$ cat src/sv/best_fit_span_allocator_assert.svh
// Assertion macros used by the allocator.
`ifndef BEST_FIT_SPAN_ALLOCATOR_ASSERT_SVH
`define BEST_FIT_SPAN_ALLOCATOR_ASSERT_SVH

// Assert that an implication holds at every clock edge outside reset.
`define BFSA_ASSERT_IMP(lbl, clk, rstn, ante, cons) \
  lbl: assert property (@(posedge clk) disable iff (!rstn) (ante) |-> (cons)) \
    else $error("assertion failed");

// Assert that an implication holds in the cycle after its antecedent.
`define BFSA_ASSERT_NEXT(lbl, clk, rstn, ante, cons) \
  lbl: assert property (@(posedge clk) disable iff (!rstn) (ante) |=> (cons)) \
    else $error("assertion failed");

`endif

$ cat src/sv/bfsa_pkg.sv
// ----------------------------------------------------------------------------
// bfsa_pkg
// Types and constants of the best-fit span allocator.
// ----------------------------------------------------------------------------
package bfsa_pkg;

  localparam int unsigned DefMaxFreeRuns = 64;
  localparam int unsigned DefIndexBits   = 16;
  localparam int unsigned LenW   = 17;
  localparam int unsigned StartW = 16;
  localparam int unsigned StampW = 32;
  localparam logic [LenW-1:0] LenMax = '1;

  typedef enum logic [1:0] {
    StOk      = 2'd0,
    StZero    = 2'd1,
    StNoFit   = 2'd2,
    StFull    = 2'd3
  } status_e;

  localparam logic CmdAlloc = 1'b0;
  localparam logic CmdFree  = 1'b1;

  localparam logic [0:0] RegCapacity = 1'b0;

endpackage

$ cat src/sv/bfsa_req_if.sv
// ----------------------------------------------------------------------------
// bfsa_req_if
// Request channel: command, count and start.
// ----------------------------------------------------------------------------
interface bfsa_req_if;
  logic        valid;
  logic        ready;
  logic        cmd;
  logic [16:0] span_count;
  logic [15:0] span_start;

  modport source (output valid, cmd, span_count, span_start, input ready);
  modport sink (input valid, cmd, span_count, span_start, output ready);
endinterface

$ cat src/sv/bfsa_rsp_if.sv
// ----------------------------------------------------------------------------
// bfsa_rsp_if
// Response channel: status, grant and free total.
// ----------------------------------------------------------------------------
interface bfsa_rsp_if;
  logic        valid;
  logic        ready;
  logic [1:0]  status;
  logic [15:0] granted_start;
  logic [16:0] granted_count;
  logic [16:0] free_total;

  modport source (output valid, status, granted_start, granted_count, free_total,
                  input ready);
  modport sink (input valid, status, granted_start, granted_count, free_total,
                output ready);
endinterface

$ cat src/sv/bfsa_run_mem.sv
// ----------------------------------------------------------------------------
// bfsa_run_mem
// Run table memory: start, length and stamp per entry, one read and one
// write port, registered read data.
// ----------------------------------------------------------------------------
module bfsa_run_mem #(
  parameter int unsigned Depth = 64,
  parameter int unsigned AddrW = 6
) (
  input  logic                        clk_i,
  input  logic                        we_i,
  input  logic [AddrW-1:0]            waddr_i,
  input  logic [bfsa_pkg::StartW-1:0] wstart_i,
  input  logic [bfsa_pkg::LenW-1:0]   wlen_i,
  input  logic [bfsa_pkg::StampW-1:0] wstamp_i,
  input  logic [AddrW-1:0]            raddr_i,
  output logic [bfsa_pkg::StartW-1:0] rstart_o,
  output logic [bfsa_pkg::LenW-1:0]   rlen_o,
  output logic [bfsa_pkg::StampW-1:0] rstamp_o
);
  import bfsa_pkg::*;

  logic [StartW+LenW+StampW-1:0] mem_q [Depth];

  // Synchronous write and registered read.
  always_ff @(posedge clk_i) begin
    if (we_i) begin
      mem_q[waddr_i] <= {wstart_i, wlen_i, wstamp_i};
    end
    {rstart_o, rlen_o, rstamp_o} <= mem_q[raddr_i];
  end
endmodule

$ cat src/sv/best_fit_span_allocator.sv
// ----------------------------------------------------------------------------
// best_fit_span_allocator
// The allocator keeps up to MAX_FREE_RUNS free runs in one memory with a
// valid bit per entry in flip-flops. Every request with a nonzero count scans
// the table through the read port, one entry per cycle while no capacity
// write arrives. A free then passes through the decision and apply states
// before its result word is offered; a free whose start already heads a run
// and an allocate that finds no run skip the apply state. An allocate that
// finds a run makes a second pass to check whether the remainder start
// already heads another run, then applies the update. A zero count offers its
// result on the cycle after acceptance. The result word waits in an output
// register, and the next request is taken on the cycle after it has been
// delivered, so stalls on the response side add cycle for cycle. Reset and a
// capacity write restart the table as one run of the clamped capacity, or
// empty for zero; after reset the first request waits for the initial write.
// ----------------------------------------------------------------------------
module best_fit_span_allocator #(
  parameter int unsigned MAX_FREE_RUNS = bfsa_pkg::DefMaxFreeRuns,
  parameter int unsigned INDEX_BITS    = bfsa_pkg::DefIndexBits
) (
  input  logic        clk_i,
  input  logic        rst_ni,
  input  logic        psel,
  input  logic        penable,
  input  logic        pwrite,
  input  logic [1:0]  paddr,
  input  logic [31:0] pwdata,
  output logic [31:0] prdata,
  output logic        pready,
  bfsa_req_if.sink    req,
  bfsa_rsp_if.source  rsp
);
  import bfsa_pkg::*;
`include "best_fit_span_allocator_assert.svh"

  localparam int unsigned AW = (MAX_FREE_RUNS > 1) ? $clog2(MAX_FREE_RUNS) : 1;
  localparam int unsigned IW = (INDEX_BITS < StartW) ? INDEX_BITS : StartW;
  localparam logic [AW:0] LastIdx = (AW+1)'(MAX_FREE_RUNS - 1);
  localparam logic [LenW:0] CapLim = (LenW+1)'(1) << IW;

  typedef enum logic [5:0] {
    SIdle  = 6'b000001,
    SScan  = 6'b000010,
    SDec   = 6'b000100,
    SScan2 = 6'b001000,
    SApply = 6'b010000,
    SOut   = 6'b100000
  } state_e;

  // Configuration register.
  logic [LenW-1:0] cap_q;
  logic cfg_wr;
  logic init_q;
  assign cfg_wr = psel & penable & pwrite & (paddr == {RegCapacity, 1'b0});
  assign pready = 1'b1;
  assign prdata = (paddr == {RegCapacity, 1'b0}) ? 32'(cap_q) : '0;

  // Clamped capacity used when the table restarts.
  logic [LenW:0] cap_cl;
  logic [LenW-1:0] new_cap;
  assign new_cap = cfg_wr ? pwdata[LenW-1:0] : cap_q;
  assign cap_cl = ({1'b0, new_cap} > CapLim) ? CapLim : {1'b0, new_cap};

  state_e st_q;
  logic [MAX_FREE_RUNS-1:0] vld_q;
  logic [StampW-1:0] stamp_q;
  logic [LenW-1:0] free_q;
  logic cmd_q;
  logic [LenW-1:0] cnt_q;
  logic [StartW-1:0] s_q;
  logic [AW:0] ridx_q, cidx_q;   // read address, and address of data on port
  logic rv_q;
  // Scan results.
  logic best_f_q, prev_f_q, next_f_q, hit_q, empty_f_q;
  logic [AW-1:0] best_q, prev_q, next_q, empty_q;
  logic [StartW-1:0] b_start_q, p_start_q, n_start_q;
  logic [LenW-1:0] b_len_q, p_len_q, n_len_q;
  logic [StampW-1:0] b_stamp_q;
  logic rem_hit_q;
  logic [StartW-1:0] rem_start_q;
  logic [1:0] ost_q;
  logic [StartW-1:0] ogs_q;
  logic [LenW-1:0] ogc_q;

  logic we;
  logic [AW-1:0] waddr;
  logic [StartW-1:0] wstart;
  logic [LenW-1:0] wlen;
  logic [StartW-1:0] rstart;
  logic [LenW-1:0] rlen;
  logic [StampW-1:0] rstamp;
  logic init_we;

  bfsa_run_mem #(.Depth(MAX_FREE_RUNS), .AddrW(AW)) u_mem (
    .clk_i, .we_i(we | init_we), .waddr_i(init_we ? '0 : waddr),
    .wstart_i(init_we ? '0 : wstart),
    .wlen_i(init_we ? cap_cl[LenW-1:0] : wlen),
    .wstamp_i(init_we ? '0 : stamp_q), .raddr_i(ridx_q[AW-1:0]),
    .rstart_o(rstart), .rlen_o(rlen), .rstamp_o(rstamp)
  );
  // The initial run is written into the memory after reset and on a capacity write.
  assign init_we = cfg_wr | init_q;

  assign req.ready = (st_q == SIdle) && !init_q;
  assign rsp.valid = (st_q == SOut);
  assign rsp.status = ost_q;
  assign rsp.granted_start = ogs_q;
  assign rsp.granted_count = ogc_q;
  assign rsp.free_total = free_q;

  logic cur_v;
  logic [AW-1:0] cur;
  assign cur = cidx_q[AW-1:0];
  assign cur_v = rv_q & vld_q[cur];

  // Decision logic from the scan results.
  logic [StartW-1:0] ns_alloc;
  logic [LenW-1:0] rem;
  logic pm, nm;
  logic [LenW+1:0] nsum;
  assign ns_alloc = StartW'(({1'b0, b_start_q} + StartW'(cnt_q)) & ((17'd1 << IW) - 17'd1));
  assign rem = b_len_q - cnt_q;
  assign pm = prev_f_q && ({2'b0, p_start_q} + {1'b0, p_len_q}) == {2'b0, s_q};
  assign nm = next_f_q && ({2'b0, s_q} + {1'b0, cnt_q}) == {2'b0, n_start_q};
  assign nsum = {2'b0, cnt_q} + (pm ? {2'b0, p_len_q} : '0) + (nm ? {2'b0, n_len_q} : '0);

  always_comb begin
    we = 1'b0;
    waddr = best_q;
    wstart = ns_alloc;
    wlen = rem;
    if (st_q == SApply) begin
      if (cmd_q == CmdAlloc) begin
        we = (rem != '0) && !rem_hit_q;
      end else begin
        we = pm | nm | empty_f_q;
        waddr = pm ? prev_q : (nm ? next_q : empty_q);
        wstart = pm ? p_start_q : s_q;
        wlen = (nsum > {2'b0, LenMax}) ? LenMax : nsum[LenW-1:0];
      end
    end
  end

  logic [LenW:0] fsum;
  assign fsum = {1'b0, free_q} + {1'b0, cnt_q};

  // Sequencer: scans the table through the read port and applies the update.
  always_ff @(posedge clk_i or negedge rst_ni) begin
    if (!rst_ni) begin
      st_q <= SIdle;
      cap_q <= 17'h10000;
      init_q <= 1'b1;
      vld_q <= MAX_FREE_RUNS'(1);
      stamp_q <= 32'd1;
      free_q <= 17'h10000;
      ridx_q <= '0; cidx_q <= '0; rv_q <= 1'b0;
      ost_q <= StOk;
    end else if (cfg_wr || init_q) begin
      cap_q <= new_cap;
      init_q <= 1'b0;
      vld_q <= MAX_FREE_RUNS'(cap_cl != '0);
      stamp_q <= 32'd1;
      free_q <= cap_cl[LenW-1:0];
    end else begin
      unique case (st_q)
        SIdle: if (req.valid) begin
          cmd_q <= req.cmd; cnt_q <= req.span_count;
          s_q <= req.span_start & StartW'((17'd1 << IW) - 17'd1);
          best_f_q <= 1'b0; prev_f_q <= 1'b0; next_f_q <= 1'b0;
          hit_q <= 1'b0; empty_f_q <= 1'b0;
          ogs_q <= '0; ogc_q <= '0;
          ridx_q <= '0; rv_q <= 1'b0;
          if (req.span_count == '0) begin
            ost_q <= StZero; st_q <= SOut;
          end else begin
            st_q <= SScan;
          end
        end
        SScan, SScan2: begin
          cidx_q <= ridx_q;
          ridx_q <= ridx_q + 1'b1;
          if (!cur_v && rv_q && !empty_f_q) begin
            empty_f_q <= 1'b1; empty_q <= cur;
          end
          if (cur_v && st_q == SScan) begin
            if (cmd_q == CmdAlloc) begin
              if (rlen >= cnt_q && (!best_f_q || rlen < b_len_q ||
                  (rlen == b_len_q && rstamp < b_stamp_q))) begin
                best_f_q <= 1'b1; best_q <= cur; b_start_q <= rstart;
                b_len_q <= rlen; b_stamp_q <= rstamp;
              end
            end else begin
              if (rstart == s_q) hit_q <= 1'b1;
              if (rstart < s_q) begin
                if (!prev_f_q || rstart > p_start_q) begin
                  prev_f_q <= 1'b1; prev_q <= cur; p_start_q <= rstart; p_len_q <= rlen;
                end
              end else if (!next_f_q || rstart < n_start_q) begin
                next_f_q <= 1'b1; next_q <= cur; n_start_q <= rstart; n_len_q <= rlen;
              end
            end
          end
          // Second pass: look for a valid run heading the remainder start.
          if (cur_v && st_q == SScan2 && cur != best_q && rstart == rem_start_q) begin
            rem_hit_q <= 1'b1;
          end
          if (rv_q && cidx_q == LastIdx) begin
            st_q <= (st_q == SScan) ? SDec : SApply;
            rv_q <= 1'b0;
          end else begin
            rv_q <= (ridx_q <= LastIdx);
          end
        end
        SDec: begin
          if (cmd_q == CmdAlloc) begin
            if (!best_f_q) begin
              ost_q <= StNoFit; st_q <= SOut;
            end else begin
              rem_start_q <= ns_alloc; rem_hit_q <= 1'b0;
              ridx_q <= '0; st_q <= SScan2;
            end
          end else if (hit_q) begin
            ost_q <= StOk; st_q <= SOut;
          end else begin
            st_q <= SApply;
          end
        end
        SApply: begin
          st_q <= SOut;
          if (cmd_q == CmdAlloc) begin
            ost_q <= StOk;
            ogs_q <= b_start_q; ogc_q <= cnt_q;
            free_q <= (free_q >= cnt_q) ? free_q - cnt_q : '0;
            vld_q[best_q] <= (rem != '0) && !rem_hit_q;
            if (we) stamp_q <= stamp_q + 1'b1;
          end else if (!we) begin
            ost_q <= StFull;
          end else begin
            ost_q <= StOk;
            vld_q[waddr] <= 1'b1;
            if (pm && nm) vld_q[next_q] <= 1'b0;
            stamp_q <= stamp_q + 1'b1;
            free_q <= fsum[LenW] ? LenMax : fsum[LenW-1:0];
          end
        end
        SOut: if (rsp.ready) st_q <= SIdle;
        default: st_q <= SIdle;
      endcase
    end
  end

  // Checks on the sequencer.
  `BFSA_ASSERT_IMP(a_ready_idle, clk_i, rst_ni, req.ready, !rsp.valid)
  `BFSA_ASSERT_NEXT(a_out_hold, clk_i, rst_ni, rsp.valid && !rsp.ready && !cfg_wr,
                    rsp.valid)
  `BFSA_ASSERT_IMP(a_grant_ok, clk_i, rst_ni, rsp.valid && ogc_q != '0, ost_q == StOk)
endmodule

$ cat src/flat_wrapper.sv
// flat-port wrapper written by rule: the top's interface ports become plain ports
module best_fit_span_allocator_flat import bfsa_pkg::*;
#(
  parameter int unsigned MAX_FREE_RUNS = bfsa_pkg::DefMaxFreeRuns,
  parameter int unsigned INDEX_BITS    = bfsa_pkg::DefIndexBits
)
  (clk_i, rst_ni, psel, penable, pwrite, paddr, pwdata, prdata, pready, req_valid, req_cmd, req_span_count, req_span_start, req_ready, rsp_valid, rsp_status, rsp_granted_start, rsp_granted_count, rsp_free_total, rsp_ready);
  bfsa_req_if req_i ();
  bfsa_rsp_if rsp_i ();
  input  logic clk_i;
  input  logic rst_ni;
  input  logic psel;
  input  logic penable;
  input  logic pwrite;
  input  logic [1:0] paddr;
  input  logic [31:0] pwdata;
  output logic [31:0] prdata;
  output logic pready;
  input wire logic [$bits(req_i.valid)-1:0] req_valid;
  input wire logic [$bits(req_i.cmd)-1:0] req_cmd;
  input wire logic [$bits(req_i.span_count)-1:0] req_span_count;
  input wire logic [$bits(req_i.span_start)-1:0] req_span_start;
  output wire logic [$bits(req_i.ready)-1:0] req_ready;
  output wire logic [$bits(rsp_i.valid)-1:0] rsp_valid;
  output wire logic [$bits(rsp_i.status)-1:0] rsp_status;
  output wire logic [$bits(rsp_i.granted_start)-1:0] rsp_granted_start;
  output wire logic [$bits(rsp_i.granted_count)-1:0] rsp_granted_count;
  output wire logic [$bits(rsp_i.free_total)-1:0] rsp_free_total;
  input wire logic [$bits(rsp_i.ready)-1:0] rsp_ready;
  assign req_i.valid = req_valid;
  assign req_i.cmd = req_cmd;
  assign req_i.span_count = req_span_count;
  assign req_i.span_start = req_span_start;
  assign req_ready = req_i.ready;
  assign rsp_valid = rsp_i.valid;
  assign rsp_status = rsp_i.status;
  assign rsp_granted_start = rsp_i.granted_start;
  assign rsp_granted_count = rsp_i.granted_count;
  assign rsp_free_total = rsp_i.free_total;
  assign rsp_i.ready = rsp_ready;
  best_fit_span_allocator #(.MAX_FREE_RUNS(MAX_FREE_RUNS), .INDEX_BITS(INDEX_BITS)) u_core (.clk_i(clk_i), .rst_ni(rst_ni), .psel(psel), .penable(penable), .pwrite(pwrite), .paddr(paddr), .pwdata(pwdata), .prdata(prdata), .pready(pready), .req(req_i), .rsp(rsp_i));
endmodule
$ cat config.mk
export PLATFORM = sky130hd
export DESIGN_NAME = best_fit_span_allocator_flat
export DESIGN_NICKNAME = d
export VERILOG_FILES = /design/src/sv/bfsa_pkg.sv /design/src/sv/bfsa_req_if.sv /design/src/sv/bfsa_rsp_if.sv /design/src/sv/bfsa_run_mem.sv /design/src/sv/best_fit_span_allocator.sv /design/src/flat_wrapper.sv
export VERILOG_INCLUDE_DIRS = /design/src /design/src/sv
export SDC_FILE = /design/constraint.sdc
export NUM_CORES = 2
export LEC_CHECK = 0
export BUFFER_PORTS_ARGS = -buffer_cell sky130_fd_sc_hd__buf_2
export CAP_MARGIN = 30
export CORE_ASPECT_RATIO = 1.75
export CORE_UTILIZATION = 55
export CTS_CLUSTER_SIZE = 16
export DETAILED_ROUTE_END_ITERATION = 16
export PLACE_DENSITY = 0.74
export SLEW_MARGIN = 20
export SYNTH_ARGS = -nofsm -noshare
export SYNTH_HDL_FRONTEND = slang
export SYNTH_HIERARCHICAL = 1
export SYNTH_MEMORY_MAX_BITS = 65536
export SYNTH_SLANG_ARGS = --single-unit
$ cat constraint.sdc
create_clock -name clk_i -period 8.9 [get_ports clk_i]
set_input_delay 0.445 -clock clk_i [delete_from_list [all_inputs] [get_ports clk_i]]
set_output_delay 0.445 -clock clk_i [all_outputs]
set_load 0.03 [all_outputs]
==> Word level (Yosys, flattened, before mapping) <==
Memory sizes are Yosys's and may differ from the RTL's. A register that Yosys moved wholly into a read port is not among the register bits.
Index checks and enable logic that the tools add are counted.
{ "classes": {"addsub": 10, "mux": 100, "n_bitwise": 14, "eq_ne": 34, "n_lt_le_gt_ge": 17, "reduce_logical": 61} }
{ "ops": {"columns": ["cell", "n"], "rows": [
  ["64-bit two-way mux", 5],
  ["17-bit two-way mux", 17],
  ["32-bit two-way mux", 4],
  ["16-bit two-way mux", 6],
  ["6-bit two-way mux", 12],
  ["64-bit AND", 1],
  ["64-bit bitwise mux", 1],
  ["64-bit inverter", 1],
  ["64-bit bitwise OR", 1],
  ["16-bit by 17-bit adder with 18-bit output", 2],
  ["18-bit by 16-bit == test with 1-bit output", 2],
  ["17-bit >= comparator", 2],
  ["17-bit one-hot mux with 2 select lines", 1],
  ["17-bit subtractor", 2],
  ["32-bit by 1-bit adder with 32-bit output (second input constant)", 1],
  ["16-bit == test", 2],
  ["16-bit less-than comparator", 2],
  ["32-bit less-than comparator", 1],
  ["16-bit one-hot mux with 2 select lines", 1],
  ["6-bit one-hot mux with 5 select lines", 1],
  ["6-bit by 7-bit less-than comparator with 1-bit output (second input constant)", 4],
  ["1-bit two-way mux", 28],
  ["7-bit AND reduction", 4],
  ["2-bit by 1-bit inequality test with 1-bit output (second input constant)", 12],
  ["other kinds (50)", 123]
]} }
{ "totals": {"wordCells": 270, "mem_count": 1, "ramBits": 4160, "output_inout_bits": 87, "reg_bits": 398} }
{ "mem_list": {"columns": ["name", "depth", "width", "rd", "rd_clocked_by_memory_dff", "wr", "line_no", "rtl"], "rows": [
  ["u_core.u_mem.mem_q", 64, 65, 1, 1, 1, "bfsa_run_mem.sv:23", "logic [StartW+LenW+StampW-1:0] mem_q [Depth];"]
]} }

==> Longest topological paths before layout <==
{ "logic_depth": {"word_depth": 18, "ltp_mapped": 29} }

==> By module <==
Netlist, hierarchy kept.
{ "by_module_without_submodules": {"columns": ["module", "seq_area_each_um2", "area_each_um2", "instances", "cells_each"], "rows": [
  ["bfsa_run_mem", 126221.1, 159249.0, 1, 6896],
  ["best_fit_span_allocator", 11188.2, 28457.3, 1, 2981]
]} }

==> Worst setup path before layout <==
Ideal clock, no wire load.
{ "synth_path": {"path_kind": "reg-to-reg", "startpoint": "register u_core.p_start_q[0]", "endpoint": "memory u_core/u_mem/mem_q[0][42] (netlist name) (data pin)", "path_slack_ns": -0.911, "arrival_time_ns": 9.091, "synth_period_minus_slack_ns": 9.811, "path_stages_with_launch": 29, "cell_sequence": "edfxtp_1 > ha_1 > fa_1 > a21oi_1 > o21ai_2 > a22o_1 > a221o_1 > a211oi_2 > nand3_1 > nor4_2 > clkbuf_1 > clkbuf_1 > nand2_1 > fa_1 > inv_1 > ha_1 > fa_1 > a21o_1 > a21oi_1 > o21bai_1 > a21oi_1 > o21bai_1 > a21o_1 > a41oi_1 > a21oi_1 > nand4_1 > mux2i_1 > nor2_1 > o31ai_1"} }
{ "synth_via": {"elab_chain_len": 11} }
{ "synth_rtl": {"columns": ["item", "line_no", "rtl"], "rows": [
  ["start, declared", "best_fit_span_allocator.sv:76", "logic [StartW-1:0] b_start_q, p_start_q, n_start_q;"],
  ["start signal, assigned", "best_fit_span_allocator.sv:196", "prev_f_q <= 1'b1; prev_q <= cur; p_start_q <= rstart; p_len_q <= rlen;"],
  ["16-bit by 17-bit adder with 18-bit output *", "best_fit_span_allocator.sv:123", "assign pm = prev_f_q && ({2'b0, p_start_q} + {1'b0, p_len_q}) == {2'b0, s_q};"],
  ["18-bit by 16-bit == test with 1-bit output *", "best_fit_span_allocator.sv:123", null],
  ["1-bit logical AND *", "best_fit_span_allocator.sv:123", null],
  ["17-bit two-way mux *", "best_fit_span_allocator.sv:125", "assign nsum = {2'b0, cnt_q} + (pm ? {2'b0, p_len_q} : '0) + (nm ? {2'b0, n_len_q} : '0);"],
  ["17-bit by 19-bit adder with 19-bit output *", "best_fit_span_allocator.sv:125", null],
  ["19-bit adder *", "best_fit_span_allocator.sv:125", null],
  ["19-bit by 17-bit > comparator with 1-bit output", "best_fit_span_allocator.sv:139", "wlen = (nsum > {2'b0, LenMax}) ? LenMax : nsum[LenW-1:0];"],
  ["17-bit two-way mux *", "best_fit_span_allocator.sv:139", null],
  ["17-bit two-way mux *", "best_fit_span_allocator.sv:133", "if (cmd_q == CmdAlloc) begin"],
  ["17-bit two-way mux *", "best_fit_span_allocator.sv:132", "if (st_q == SApply) begin"],
  ["17-bit two-way mux *", "best_fit_span_allocator.sv:97", ".wlen_i(init_we ? cap_cl[LenW-1:0] : wlen),"],
  ["end, declared", "bfsa_run_mem.sv:23", null]
]} }
Mark *: on every way between the ends. The rest lies on a longest branch, timed or not.

==> Final worst setup path <==
{ "layout_path": {"startpoint": "register u_core.p_start_q[0]", "endpoint": "memory u_core/u_mem/mem_q[6][44] (netlist name) (data pin)"} }
Same word-level chain as after synthesis.

==> reports/qor.csv <==
metric;value;unit
post-CTS setup buffers;0;
asr flop ratio synth;3.33;%
Area after DPL;197000;um2
Startpoint Class;register;
clock net sink count;4623;
post-route cell area;211000;um2
Synth top cells by count;edfxtp_1 (4404), mux4_2 (1061), nand2_1 (403), nor2_1 (400), clkbuf_1 (259);
Final min period;8030;ps
Slew HR;17.3;%
EDFF count, synth;4404;
Fin. Hold Viols;0;
height of the chip;775;um
Remaining DRCs;0;
Ys Warns;6;
top cells by area, synth;edfxtp_1 (70%), mux4_2 (13%), dfrtp_1 (2.0%);
leakage;68.8;nW
num ports;162;
clock latency on the worst-skew pair;1010;ps
outcome;completed;
Synth Area in Adders;1.77;%
PortBufs;130;
full die area;344000;um2
die width;444;um
Unique masters post-synth;98;
Max Cap Viol;0;
Slew @ Worst Pin;1240;ps
Cell Area, Synth;188000;um2
Final Slew Violations;0;
Root Buffer;clkbuf_16;
Seq/Total Area, Yosys;73.2;%
RSZ-0062 raised after global routing;no;
peak fanout along the critical path;64;
GR Util All Layers;34.5;%
clock-pin slew on the worst setup and hold paths;80;ps
# fillers;22806;
clock skew;90.0;ps
Yosys top cell area share;70.5;%
CTS tree;built;
Initial Utilization;55.3;%
WHS;100;ps
Core Footprint;340000;um2
Initial DRC Count;14604;
WP data arrival;8770;ps
mux contribution to synthesized area;13.7;%
xor and xnor area share after synthesis;0.713;%
largest family of logic cells by synthesized area;multiplexers;
H-tree Lvls;5;
crit end category;register;
PwrDens;245;nW/um2
share of layout cells above drive strength 1;23.3;%
Top FF cell, synth;edfxtp_1;
Inserted Clock Buffers;396;
cell taking the most area after synthesis;edfxtp_1;
detailed-route via count;105430;
simple-gate share of the synthesized area;4.55;%
maximum buffer depth of the clock tree;4;
endpoints failing setup;0;
crit share post-route;90.2;%
largest net degree at the start of global routing;124;
grt total ovfl;0;
CP required;9640;ps
vias per cell;6.96;
total power;0.0517;W
PostCTS Resize Cnt;0;
max incr delay on CP;610;ps
DRT antenna net count;0;
Synth Area in Compound Gates;4.27;%
slowest CP cell;nor4_4;
syn_area_per_cell;19.0;um2
initial antenna violation count;22;
hpwl dp;352000;um
WL/cell;39.2;um
setup TNS;0;ps
Crit Path Category;register to register;
DR pass1 iterations;6;
Rows;283;
post-synthesis cell count;9877;
area growth from synthesis to layout;12.4;%
synthesized flop and latch total;4623;
first-pass GRT wire length;821000;um
count leader, synth;edfxtp_1;
vias in the first global route;107308;
Layout Cells excl Fill;15149;
Max VDD drop;0.000190;V
Placed Cells;14318;
Routed WL;594000;um
Max Clk Rate;125;MHz
CP most frequent cell;a21oi_1;
placer congestion estimate;0.947;
Nets;10689;
Worst Hold Class;input pin to register;
-- cell families after synthesis --
kind of cell / Yosys count
flops: 4623
simple gates: 1731
mux: 1238
compound gates: 1153
buf+inv: 727
fa+ha+maj: 251
xor+xnor: 152
other cells: 2
-- final timing paths --
kind	from	end	slack (ps)	depth (start not counted)
worst max register to register	u_core/p_start_q[0]$_DFFE_PP_	u_core/u_mem/mem_q[6][44]$_DFFE_PP_	870	29
worst min-delay path	rsp_ready	u_core/st_q[3]$_DFFE_PN0P_	100	4
worst min register to register	u_core/u_mem/rstamp_o[16]$_DFF_P_	u_core/b_stamp_q[16]$_DFFE_PP_	440	0
min in group asynchronous	rst_ni	u_core/cap_q[16]$_DFFE_PN1N_	650	3
max in group asynchronous	rst_ni	u_core/vld_q[51]$_DFFE_PN0P_	6650	6
worst max-delay path	u_core/p_start_q[0]$_DFFE_PP_	u_core/u_mem/mem_q[6][44]$_DFFE_PP_	870	29
-- layout make-up --
class	count	area [um2]	share of cell area, %
flip-flops and latches	4623	137000	65.1
multi-input cells	4542	48000	22.8
clock buffers	486	10500	4.97
repair buffers	612	6290	2.98
well taps	4417	5530	2.62
clock inverters	240	2380	1.13
inverters	188	706	0.335
diodes	41	103	0.0486
-- sequential cells by signal (all words and copies together) (netlist names), 7 cells and up --
signal / cells
u_core/cidx_q: 7
u_core/s_q: 16
u_core/stamp_q: 32
u_core/u_mem/rlen_o: 17
u_core/n_len_q: 17
u_core/u_mem/mem_q: 4160
u_core/b_start_q: 16
u_core/rsp.granted_count: 17
u_core/b_stamp_q: 32
u_core/cnt_q: 17
u_core/ridx_q: 7
u_core/u_mem/rstart_o: 16
u_core/p_start_q: 16
u_core/rem_start_q: 16
u_core/b_len_q: 17
u_core/rsp.free_total: 17
u_core/p_len_q: 17
u_core/cap_q: 17
u_core/u_mem/rstamp_o: 32
u_core/vld_q: 64
u_core/n_start_q: 16
u_core/rsp.granted_start: 16
-- placed cells by master (no fill, tap or decap), types with 35 or more instances in the layout --
cell | netlist | routed
edfxtp_1 | 4404 | 4404
mux4_2 | 1061 | 1061
clkbuf_16 | 0 | 402
nand2_1 | 403 | 388
nor2_1 | 400 | 328
buf_4 | 37 | 273
nand3_1 | 254 | 254
ha_1 | 227 | 227
a21oi_1 | 206 | 204
inv_1 | 188 | 188
o21ai_0 | 156 | 150
mux2i_1 | 146 | 146
dfrtp_1 | 148 | 142
buf_12 | 0 | 140
nand4_1 | 138 | 138
buf_2 | 176 | 133
a22oi_1 | 133 | 133
xnor2_1 | 91 | 91
nor3_1 | 92 | 89
o22ai_1 | 85 | 85
clkinv_2 | 0 | 77
clkinv_1 | 0 | 73
and3_1 | 73 | 73
clkbuf_1 | 259 | 72
a21o_1 | 69 | 69
nor2_4 | 0 | 69
dfxtp_1 | 65 | 65
and2_1 | 96 | 64
o211ai_1 | 61 | 61
xor2_1 | 60 | 60
dlygate4sd3_1 | 0 | 54
o221ai_1 | 51 | 51
nor2b_1 | 53 | 50
or3_1 | 49 | 49
or2_2 | 47 | 46
a31oi_1 | 42 | 42
diode_2 | 0 | 41
nand2b_1 | 43 | 40
bufinv_16 | 0 | 36
a41oi_1 | 35 | 35
-- metrics by stage --
stage,worst slack [ps],utilization [%]
after floorplan,285,-
after global placement,703,58.0
after detailed placement,940,58.1
after CTS,852,62.1
after global routing,407,62.1
final,872,62.1
-- critical path, delay by kind of cell, from the launching register on --
family	cells	cell delay [ps]
adders and majority gates	4	1510
muxes	1	540
AOI/OAI and AO/OA	14	2880
DFF	1	420
and+or+nand+nor	5	1300
buffers and inverters	5	1040
-- layer usage --
| layer | GRT usage, % | wire (um) | vias to the layer above |
|---|---|---|---|
| met5 | 0 | 72 | - |
| met4 | 26.3 | 53600 | 10 |
| met3 | 6.14 | 59100 | 1870 |
| met2 | 58.7 | 300000 | 7474 |
| met1 | 38.9 | 181000 | 54735 |
| li1 | - | - | 41341 |
-- report_power, final --
group | switching (W) | total (W) | internal [W]
Clock | 0.00799 | 0.0175 | 0.00950
Combinational | 0.00537 | 0.00943 | 0.00407
Sequential | 0.000497 | 0.0248 | 0.0243
Total | 0.0139 | 0.0517 | 0.0378
-- repair_timing --
action,CTS,global route
hold buffers,55,0
setup endpoints to repair,0,0
endpoints found under the hold margin,86,0
Power figures use the tool's default switching activity.
